===== config.mk =====
export PLATFORM = sky130hd
export DESIGN_NAME = tccs_cursor
export DESIGN_NICKNAME = d
export VERILOG_FILES = /design/src/design/tccs_pkg.sv /design/src/design/tccs_cursor.sv
export SDC_FILE = /design/constraint.sdc
export NUM_CORES = 1
export LEC_CHECK = 0
export ABC_AREA = 1
export ABC_CLOCK_PERIOD_IN_PS = 6500
export BUFFER_PORTS_ARGS = -buffer_cell sky130_fd_sc_hd__buf_2
export CAP_MARGIN = 20
export CORE_MARGIN = 1.5
export CORE_UTILIZATION = 30
export CTS_BUF_LIST = sky130_fd_sc_hd__clkbuf_4 sky130_fd_sc_hd__clkbuf_8 sky130_fd_sc_hd__clkbuf_16
export DETAILED_ROUTE_END_ITERATION = 10
export PLACE_DENSITY = 0.45
export SETUP_SLACK_MARGIN = 0.3
export SKIP_CTS_REPAIR_TIMING = 1
export SYNTH_ARGS = -nofsm -noshare
export SYNTH_HDL_FRONTEND = slang
export SYNTH_SLANG_ARGS = --single-unit

===== constraint.sdc =====
create_clock -name clk -period 6.5 [get_ports clk]
set_input_delay 0.65 -clock clk [delete_from_list [all_inputs] [get_ports clk]]
set_output_delay 0.65 -clock clk [all_outputs]
set_load 0.01 [all_outputs]

===== src/design/tccs_pkg.sv =====
`default_nettype none
package tccs_pkg;

  // Command codes
  localparam logic [1:0] CMD_PUT   = 2'd0;
  localparam logic [1:0] CMD_CLEAR = 2'd1;
  localparam logic [1:0] CMD_READ  = 2'd2;

  // Control bytes interpreted by put
  localparam logic [7:0] CH_NEWLINE   = 8'h0A;
  localparam logic [7:0] CH_RETURN    = 8'h0D;
  localparam logic [7:0] CH_TAB       = 8'h09;
  localparam logic [7:0] CH_BACKSPACE = 8'h08;
  localparam logic [7:0] CH_SPACE     = 8'h20;

  localparam logic [7:0]  BLANK_ATTR = 8'h07;
  localparam logic [15:0] BLANK_CELL = {BLANK_ATTR, CH_SPACE};

  typedef enum logic [1:0] {
    ST_IDLE,
    ST_READ,
    ST_COPY,
    ST_FILL
  } tccs_state_t;

  // Cursor after the request, plus what the request does to the screen
  typedef struct packed {
    logic [6:0] col;
    logic [4:0] row;
    logic       scroll;
    logic       store;
  } tccs_curs_t;

endpackage
`default_nettype wire


===== src/design/tccs_cursor.sv =====
`default_nettype none
module tccs_cursor #(
  parameter int COLUMNS  = 80,
  parameter int ROWS     = 25,
  parameter int TAB_STOP = 8,
  parameter int AW       = 11
) (
  input  wire logic          clk,
  input  wire logic          rst_n,
  input  wire logic          adv,
  input  wire logic [1:0]    command,
  input  wire logic [7:0]    char_code,
  output tccs_pkg::tccs_curs_t curs,
  output logic [AW-1:0]      store_addr
);
  import tccs_pkg::*;

  localparam int MW = (TAB_STOP > 2) ? $clog2(TAB_STOP) : 1;

  logic [6:0]    col_r, col_nxt;
  logic [4:0]    row_r, row_nxt;
  // column modulo TAB_STOP, kept alongside the column
  logic [MW-1:0] mod_r, mod_nxt;
  logic          scroll;
  logic          store;
  logic [7:0]    col_inc;
  logic [7:0]    tab_col;
  logic [5:0]    row_inc;
  logic [MW-1:0] mod_inc;
  logic [MW-1:0] mod_dec;
  logic          wrap;

  always_comb begin
    col_inc = 8'(col_r) + 8'd1;
    tab_col = 8'(col_r) + (8'(TAB_STOP) - 8'(mod_r));
    row_inc = 6'(row_r) + 6'd1;
    mod_inc = (32'(mod_r) == TAB_STOP - 1) ? '0 : mod_r + MW'(1);
    mod_dec = (mod_r == '0) ? MW'(TAB_STOP - 1) : mod_r - MW'(1);
    col_nxt = col_r;
    row_nxt = row_r;
    mod_nxt = mod_r;
    scroll  = 1'b0;
    store   = 1'b0;
    wrap    = 1'b0;
    unique case (command)
      CMD_PUT: begin
        case (char_code)
          CH_NEWLINE: wrap = 1'b1;
          CH_RETURN: begin
            col_nxt = '0;
            mod_nxt = '0;
          end
          CH_TAB: begin
            if (32'(tab_col) >= COLUMNS) begin
              wrap = 1'b1;
            end else begin
              col_nxt = tab_col[6:0];
              mod_nxt = '0;
            end
          end
          CH_BACKSPACE: begin
            if (col_r != '0) begin
              col_nxt = col_r - 7'd1;
              mod_nxt = mod_dec;
            end
          end
          default: begin
            store = 1'b1;
            if (32'(col_inc) >= COLUMNS) begin
              wrap = 1'b1;
            end else begin
              col_nxt = col_inc[6:0];
              mod_nxt = mod_inc;
            end
          end
        endcase
        if (wrap) begin
          col_nxt = '0;
          mod_nxt = '0;
          if (32'(row_inc) >= ROWS) begin
            row_nxt = 5'(ROWS - 1);
            scroll  = 1'b1;
          end else begin
            row_nxt = row_inc[4:0];
          end
        end
      end
      CMD_CLEAR: begin
        col_nxt = '0;
        row_nxt = '0;
        mod_nxt = '0;
      end
      default: ;
    endcase
  end

  always_ff @(posedge clk) begin
    if (!rst_n) begin
      col_r <= '0;
      row_r <= '0;
      mod_r <= '0;
    end else if (adv) begin
      col_r <= col_nxt;
      row_r <= row_nxt;
      mod_r <= mod_nxt;
    end
  end

  assign curs.col    = col_nxt;
  assign curs.row    = row_nxt;
  assign curs.scroll = scroll;
  assign curs.store  = store;
  assign store_addr  = AW'(32'(row_r) * COLUMNS + 32'(col_r));

endmodule
`default_nettype wire


==> results.cfg, run 1 <==
[worst_setup_path]
path_class = flip-flop to output port
worstReg2RegStart = mod_r[0]
start_kind = flip-flop
reg2reg_setup_slack_ns = 3.66
r2r_cells = 17
critPathRequiredTime_ns = 5.85
crit_arrival_ns = 3.13
crit_path_end_kind = output port
path_cells = inv_1, ha_1, inv_1, fa_1, nand3b_1, nand2_1, xor2_1, nand2_2, nand2_4, nand2_4, nand2_4, nand2_4, nor2_1, nand2_1, o21ai_0, buf_2
r2r-end = row_r[1]
cpPeakStageDelay_ns = 0.43
cp_common_cell = nand2_4
cp_max_fo = 10
cp_slowest_cell = dfxtp_1

[clock_tree]
clock_latency_ns = 0.25
clock_sinks = 15
htreeDepth = 1
cts_buffers = 3
cts_tree = yes
clockBufferDepth = 2
clkSlewWorstSetupHoldPaths_ns = 0.07
root_buffer = clkbuf_8

[timing]
min_period_over_period = 0.581
setup_viol = 0
setup_tns_ns = 0
maxSlewViolCount = 0
finClkSkew_ns = 0.00451
tightest_slew_ns = 0.713
hold_violations = 0
fmax_mhz = 265
period_needed_ns = 3.78
setup_ws_ns = 2.72
rsz0062_at_grt = no
slew_headroom = 0.521

[die]
start_util = 0.317
rows = 31
core_area_mm2 = 0.00737
dieArea_mm2 = 0.00832
ios = 38
die_h_um = 91.2
die_w_um = 91.2

[hold_path]
worstHoldPathCells = 2
hold_path.startpoint = mod_r[1]
min_to = mod_r[1]
min_path_type = flip-flop to flip-flop

[power_and_ir_drop]
switching_share = 0.333
leakage_nw = 1.39
vdd_drop_max_uv = 70.0
power.switching_mw = 0.0840
p_comb_frac = 0.268
clock_power_share = 0.335
pwr_density_cell_mw_per_mm2 = 96.1
finalPower_mw = 0.252
p_int_mw = 0.168
pwr-share-seq = 0.397

[global_routing]
grt_pass1_wl_um = 11800
first_global_vias = 2345
grt_remaining_overflow = 0
grt_max_degree = 16
grt_usage = 0.175
antenna_found_initial = 0

[route]
drtAntennaViolNets = 0
drt-pass1-iter-count = 5
drtIter0Drc = 146
viasPerCell = 4.72
post_drt_wl_per_cell_um = 13.5
drt_wl_total_um = 7000
via_count = 2448
drc = 0

[placed_design]
port_buffers = 37
pre_cts_ws_ns = 3.01
placed_area_mm2 = 0.00257
dpl.hpwl_um = 5760
gp_congestion = 0.843

[yosys]
synthesis.nets = 426
syn_inst = 388
ys_seq_area_frac = 0.129
netlist_area_mm2 = 0.00233
synth_edf_count = 0
async_flop_share = 0
ys_seq_elements = 15
synth_warnings = 0
post_synth.cell_area_avg_um2 = 6.01
ys.flop_type = dfxtp_1
yosysUniqueCellTypes = 32

[cells_and_area]
final_cell_mix = 91 x nand2_1, 50 x inv_1, 50 x nor2_1, 37 x buf_2, 34 x nand3_1
design_area_mm2 = 0.00262
antennaDiodeCount = 0
syn_to_final_growth_pct = 12.4
mostFrequentLayoutCell = nand2_1
fin_nets = 459
drive_gt1_frac = 0.152

[outcome]
run_status = complete, no violations

[flow_run]
drv_cap = 0
## logic make-up after synthesis
group,synth area share
fa+ha+maj,0.144
compound gates,0.131
simple gates,0.409
buf+inv,0.116
flops,0.129
xor+xnor,0.0708
## flip-flops by register name, summed over array words and instances, names as in the netlist
name	count
row_r	5
mod_r	3
col_r	7
## layer usage
metal  vias up  part of all wire  GRT usage
met2        39              0.45      0.284
met5         -                 0          0
met4         0            0.0034     0.0221
met3         4             0.039     0.0251
met1      1093              0.50      0.250
li1       1312                 -          -
## synth_stat cells (all sizes together), types with 4 or more instances
| cell type | instances | area [um^2] |
|---|---|---|
| nand2 | 103 | 442 |
| nor2 | 53 | 211 |
| inv | 52 | 195 |
| nand3 | 39 | 220 |
| o21ai | 29 | 145 |
| a21oi | 23 | 115 |
| ha | 22 | 275 |
| dfxtp | 15 | 300 |
| xor2 | 14 | 130 |
| buf | 8 | 61.3 |
| nand4 | 4 | 25.0 |
| nor3 | 4 | 20.0 |
| o22ai | 4 | 25.0 |
| xnor2 | 4 | 35.0 |
## power by group through the flow
stage / registers [mW] / clock network (mW) / logic (mW)
3_3_place_gp: 0.102 / 0 / 0.0680
4_1_cts: 0.100 / 0.0875 / 0.0681
5_1_grt: 0.101 / 0.0933 / 0.0777
3_5_place_dp: 0.102 / 0 / 0.0677
6_report: 0.100 / 0.0845 / 0.0675
2_1_floorplan: 0.100 / 0 / 0.0473
## critical path, delay by kind of cell, from the launching register on
kind | cells | cell delay, ns
XOR/XNOR | 1 | 0.22
flip-flops | 1 | 0.43
AO/OA/AOI/OAI | 1 | 0.11
AND/OR/NAND/NOR | 9 | 1.03
adder cells (fa/ha/maj) | 2 | 0.72
buffers and inverters | 3 | 0.36
## worst max path at each step
stage / from / endpoint / slack [ns] / depth (start not counted)
after detailed placement: mod_r[0] / curs[8] / 3.01 / 16
after CTS: mod_r[0] / curs[8] / 2.71 / 19
after floorplan: mod_r[0] / curs[5] / 3.46 / 15
final: mod_r[0] / curs[8] / 2.72 / 16
after global placement: mod_r[0] / curs[8] / 3.03 / 19
after global routing: mod_r[0] / curs[8] / 2.42 / 16
## layout make-up
| cell class | count | area, um^2 |
|---|---|---|
| fill | 862 | 4750 |
| multi-input combinational | 310 | 1760 |
| sequential | 15 | 300 |
| inverter | 54 | 203 |
| timing repair buffer | 37 | 185 |
| tap | 99 | 124 |
| clock buffer | 4 | 48.8 |
## stage by stage
| step | cells | utilization | hold slack (ns) |
|---|---|---|---|
| 5_1_grt | 519 | 0.356 | 0.564 |
| 2_1_floorplan | 388 | - | 0.491 |
| 3_3_place_gp | 515 | 0.349 | 0.513 |
| 3_5_place_dp | 515 | 0.349 | 0.521 |
| 4_1_cts | 519 | 0.356 | 0.531 |
| 6_report | 519 | 0.356 | 0.523 |
Note: power is estimated with default switching activity, not from simulation.
==> inputs of run 2 (changes only) <==
--- a/config.mk
+++ b/config.mk
@@ -6,7 +6,7 @@
 export NUM_CORES = 1
 export LEC_CHECK = 0
 export ABC_AREA = 1
-export ABC_CLOCK_PERIOD_IN_PS = 6500
+export ABC_CLOCK_PERIOD_IN_PS = 3820
 export BUFFER_PORTS_ARGS = -buffer_cell sky130_fd_sc_hd__buf_2
 export CAP_MARGIN = 20
 export CORE_MARGIN = 1.5
==> constraint.sdc (replaced) <==
create_clock -name clk -period 3.82 [get_ports clk]
set_input_delay 0.382 -clock clk [delete_from_list [all_inputs] [get_ports clk]]
set_output_delay 0.382 -clock clk [all_outputs]
set_load 0.01 [all_outputs]
==> results.cfg, run 2 (synthesized netlist as in run 1, its figures left out) <==
[timing]
setup_tns_ns = 0
fmax_mhz = 305
period_needed_ns = 3.28
tightest_slew_ns = 0.637
rsz0062_at_grt = no
maxSlewViolCount = 0
min_period_over_period = 0.858
finClkSkew_ns = 0.00106
setup_viol = 0
slew_headroom = 0.573
hold_violations = 0

[route]
via_count = 2513
drtIter0Drc = 139
drt_wl_total_um = 6970
viasPerCell = 4.80
drt-pass1-iter-count = 4
drtAntennaViolNets = 0
post_drt_wl_per_cell_um = 13.3
drc = 0

[power_and_ir_drop]
pwr_density_cell_mw_per_mm2 = 158
vdd_drop_max_uv = 112
leakage_nw = 1.40

[global_routing]
antenna_found_initial = 0
grt_remaining_overflow = 0
grt_pass1_wl_um = 11800
grt_usage = 0.174
grt_max_degree = 16
first_global_vias = 2417

[worst_setup_path]
critPathRequiredTime_ns = 3.44
path_class = flip-flop to output port
start_kind = flip-flop
cp_slowest_cell = dfxtp_4
crit_arrival_ns = 2.89
cp_max_fo = 9
crit_path_end_kind = output port
path_cells = inv_1, ha_1, ha_1, ha_1, nand3b_1, nand2_2, nand2_1, xor2_2, nand2_4, nand2_4, nand2_8, nand2_4, nand2_1, o22ai_1, buf_2
cpPeakStageDelay_ns = 0.38

[placed_design]
dpl.hpwl_um = 5680
placed_area_mm2 = 0.00260
gp_congestion = 0.873
port_buffers = 37

[cells_and_area]
largest_reg_flops = 7
largestRegisters = col_r (7), row_r (5), mod_r (3)
design_area_mm2 = 0.00270
final_cell_mix = 89 x nand2_1, 50 x inv_1, 47 x nor2_1, 37 x buf_2, 34 x nand3_1
regMostFlops = col_r
antennaDiodeCount = 0
mostFrequentLayoutCell = nand2_1
fin_nets = 463
drive_gt1_frac = 0.184
syn_to_final_growth_pct = 15.8
final_util = 0.367

[clock_tree]
cts_buffers = 3
clkSlewWorstSetupHoldPaths_ns = 0.06
htreeDepth = 1
root_buffer = clkbuf_8
clock_latency_ns = 0.25
clock_sinks = 15
clockBufferDepth = 2
cts_tree = yes

[die]
ios = 38
dieArea_mm2 = 0.00832
rows = 31
die_w_um = 91.2
die_h_um = 91.2
start_util = 0.317
core_area_mm2 = 0.00737

[flow_run]
drv_cap = 0

[hold_path]
min_path_type = input pin to flip-flop

[outcome]
run_status = complete, no violations
[run 2: per-layer routing]
layer / global-route usage / vias to the layer above / wire length [um]
met5: 0 / - / 0
met4: 0.0352 / 0 / 47
met3: 0.0285 / 6 / 283
met2: 0.281 / 43 / 3100
met1: 0.244 / 1141 / 3540
li1: - / 1323 / -
[run 2: layout make-up]
type                       count  area [um^2]
fill                         840         4670
multi-input combinational    310         1810
sequential                    15          305
timing repair buffer          41          215
inverter                      54          203
tap                           99          124
clock buffer                   4         48.8
[run 2: final timing paths]
path	end	from	slack, ns	cells after the start
setup reg to reg	mod_r[1]	mod_r[0]	1.16	17
hold / removal	mod_r[1]	rst_n	0.41	3
hold reg to reg	mod_r[1]	mod_r[1]	0.51	2
setup / recovery	curs[6]	mod_r[0]	0.54	15
[run 2: worst max-delay path: cells and delay by family, from the launching register on]
family          cells  cell delay (ns)
compound gates      1             0.18
xor+xnor            1             0.24
fa+ha+maj           3             0.81
buf+inv             2             0.21
flops               1             0.38
simple gates        8             0.82
[run 2: report_power, final]
part	internal, mW	leakage, nW	total (mW)	switching, mW
registers	0.161	0.123	0.169	0.00811
clock network	0.0810	0.0262	0.139	0.0579
logic	0.0449	1.25	0.118	0.0729
total	0.287	1.40	0.426	0.139
[run 2: metrics by stage]
| stage | hold WS (ns) | total power [mW] | cells | setup WS (ns) |
|---|---|---|---|---|
| 2_1_floorplan | 0.491 | 0.251 | 388 | 1.05 |
| 3_3_place_gp | 0.516 | 0.290 | 518 | 0.672 |
| 3_5_place_dp | 0.520 | 0.289 | 518 | 0.654 |
| 4_1_cts | 0.420 | 0.429 | 522 | 0.361 |
| 5_1_grt | 0.416 | 0.458 | 523 | 0.315 |
| 6_report | 0.413 | 0.426 | 523 | 0.544 |
==> inputs of run 3 (changes only) <==
--- a/config.mk
+++ b/config.mk
@@ -14,8 +14,10 @@
 export CTS_BUF_LIST = sky130_fd_sc_hd__clkbuf_4 sky130_fd_sc_hd__clkbuf_8 sky130_fd_sc_hd__clkbuf_16
 export DETAILED_ROUTE_END_ITERATION = 10
 export PLACE_DENSITY = 0.45
+export REMOVE_ABC_BUFFERS = 1
 export SETUP_SLACK_MARGIN = 0.3
 export SKIP_CTS_REPAIR_TIMING = 1
 export SYNTH_ARGS = -nofsm -noshare
 export SYNTH_HDL_FRONTEND = slang
 export SYNTH_SLANG_ARGS = --single-unit
+export TNS_END_PERCENT = 1
==> results.cfg, run 3 (synthesized netlist as in run 1, its figures left out) <==
[cells_and_area]
register_area_um2 = 305
fin_nets = 465
mostFrequentLayoutCell = nand2_1
final_cells = 525
antennaDiodeCount = 0
largestRegisters = col_r (7), row_r (5), mod_r (3)
drive_gt1_frac = 0.192
largest_reg_flops = 7
regMostFlops = col_r
final_cell_mix = 90 x nand2_1, 49 x inv_1, 47 x nor2_1, 37 x buf_2, 34 x nand3_1
multi_input_area_mm2 = 0.00182
nFillCells = 854
syn_to_final_growth_pct = 17.2

[clock_tree]
clockBufferDepth = 2
htreeDepth = 1
cts_tree = yes
root_buffer = clkbuf_8
clkSlewWorstSetupHoldPaths_ns = 0.08
clock_sinks = 15
clock_latency_ns = 0.26
cts_buffers = 3

[worst_setup_path]
start_kind = flip-flop
crit_arrival_ns = 2.93
critPathRequiredTime_ns = 3.44
reg2reg_setup_slack_ns = 1.12
cp_max_fo = 10
path_class = flip-flop to output port
crit_path_end_kind = output port

[placed_design]
gp_congestion = 0.879
dpl.hpwl_um = 5870
numPlacedInstances = 519
port_buffers = 37

[global_routing]
grt_usage = 0.179
antenna_found_initial = 0
grt_max_degree = 16
grt_util_met1 = 0.240
grt_pass1_wl_um = 11900
met2_usage = 0.295
busiest_layer = met2
met3_usage = 0.0268
grt_remaining_overflow = 0
first_global_vias = 2469

[timing]
min_period_over_period = 0.868
finClkSkew_ns = 0.0172
hold_violations = 0
rsz0062_at_grt = yes
fmax_mhz = 302
maxSlewViolCount = 0
slew_headroom = 0.482
setup_tns_ns = 0
setup_viol = 0
period_needed_ns = 3.31
tightest_slew_ns = 0.772

[die]
ios = 38
core_area_mm2 = 0.00737
start_util = 0.317
die_w_um = 91.2
dieArea_mm2 = 0.00832
die_h_um = 91.2
rows = 31

[power_and_ir_drop]
vdd_drop_max_uv = 106
pwr_density_cell_mw_per_mm2 = 157
leakage_nw = 1.41

[route]
drtAntennaViolNets = 0
viasPerCell = 4.85
via_count = 2548
post_drt_wl_per_cell_um = 13.9
drc = 0
drtIter0Drc = 124
drt-pass1-iter-count = 4
drt_wl_total_um = 7280

[hold_path]
min_path_type = input pin to flip-flop

[outcome]
run_status = complete, no violations

[flow_run]
drv_cap = 0
## run 3: metal layers
metal	share of wire	wire [um]
met5	0	0
met1	0.49	3560
met2	0.45	3270
met3	0.040	294
met4	0.020	149
## run 3: cell type report
type / count / area share
multi-input cells: 310 / 0.667
flip-flops and latches: 15 / 0.112
repair buffers: 43 / 0.0842
inverters: 54 / 0.0741
well taps: 99 / 0.0453
clock buffers: 3 / 0.0151
clock inverters: 1 / 0.00274
## run 3: worst max-delay path, cell delays in order, from the launching register on
cell and delay (ns):
dfxtp_4 0.38, inv_1 0.06, ha_1 0.19, ha_1 0.30, ha_1 0.33, inv_1 0.05
nand2_1 0.09, nand3_2 0.09, nand2_1 0.07, nand2_1 0.07, nand2_1 0.11, nand2_2 0.07
nand2_4 0.09, nand2_4 0.08, nand2_8 0.13, nand2_8 0.10, nor2_1 0.15, nand2_1 0.07
o21ai_0 0.08, buf_2 0.16
## run 3: worst paths after layout
check	end	depth (start not counted)	startpoint
max	curs[10]	19	mod_r[0]
min	mod_r[0]	3	rst_n
max reg2reg	row_r[1]	17	mod_r[0]
min reg2reg	mod_r[1]	2	mod_r[1]
## run 3: where the power goes
part / leakage, nW / internal (mW) / switching, mW / total [mW]
clock: 0.0217 / 0.0735 / 0.0668 / 0.140
combinational: 1.26 / 0.0453 / 0.0733 / 0.119
sequential: 0.123 / 0.161 / 0.00844 / 0.169
total: 1.41 / 0.280 / 0.149 / 0.428
## run 3: metrics by stage
step | instance area (um^2) | utilization | setup slack, ns | hold slack, ns | total power, mW
after global routing | 2740 | 0.371 | 0.291 | 0.405 | 0.460
after detailed placement | 2600 | 0.353 | 0.542 | 0.533 | 0.290
after global placement | 2600 | 0.353 | 0.571 | 0.519 | 0.290
final | 2740 | 0.371 | 0.506 | 0.393 | 0.428
after CTS | 2650 | 0.360 | 0.244 | 0.400 | 0.431
after floorplan | 2260 | - | 1.05 | 0.475 | 0.248
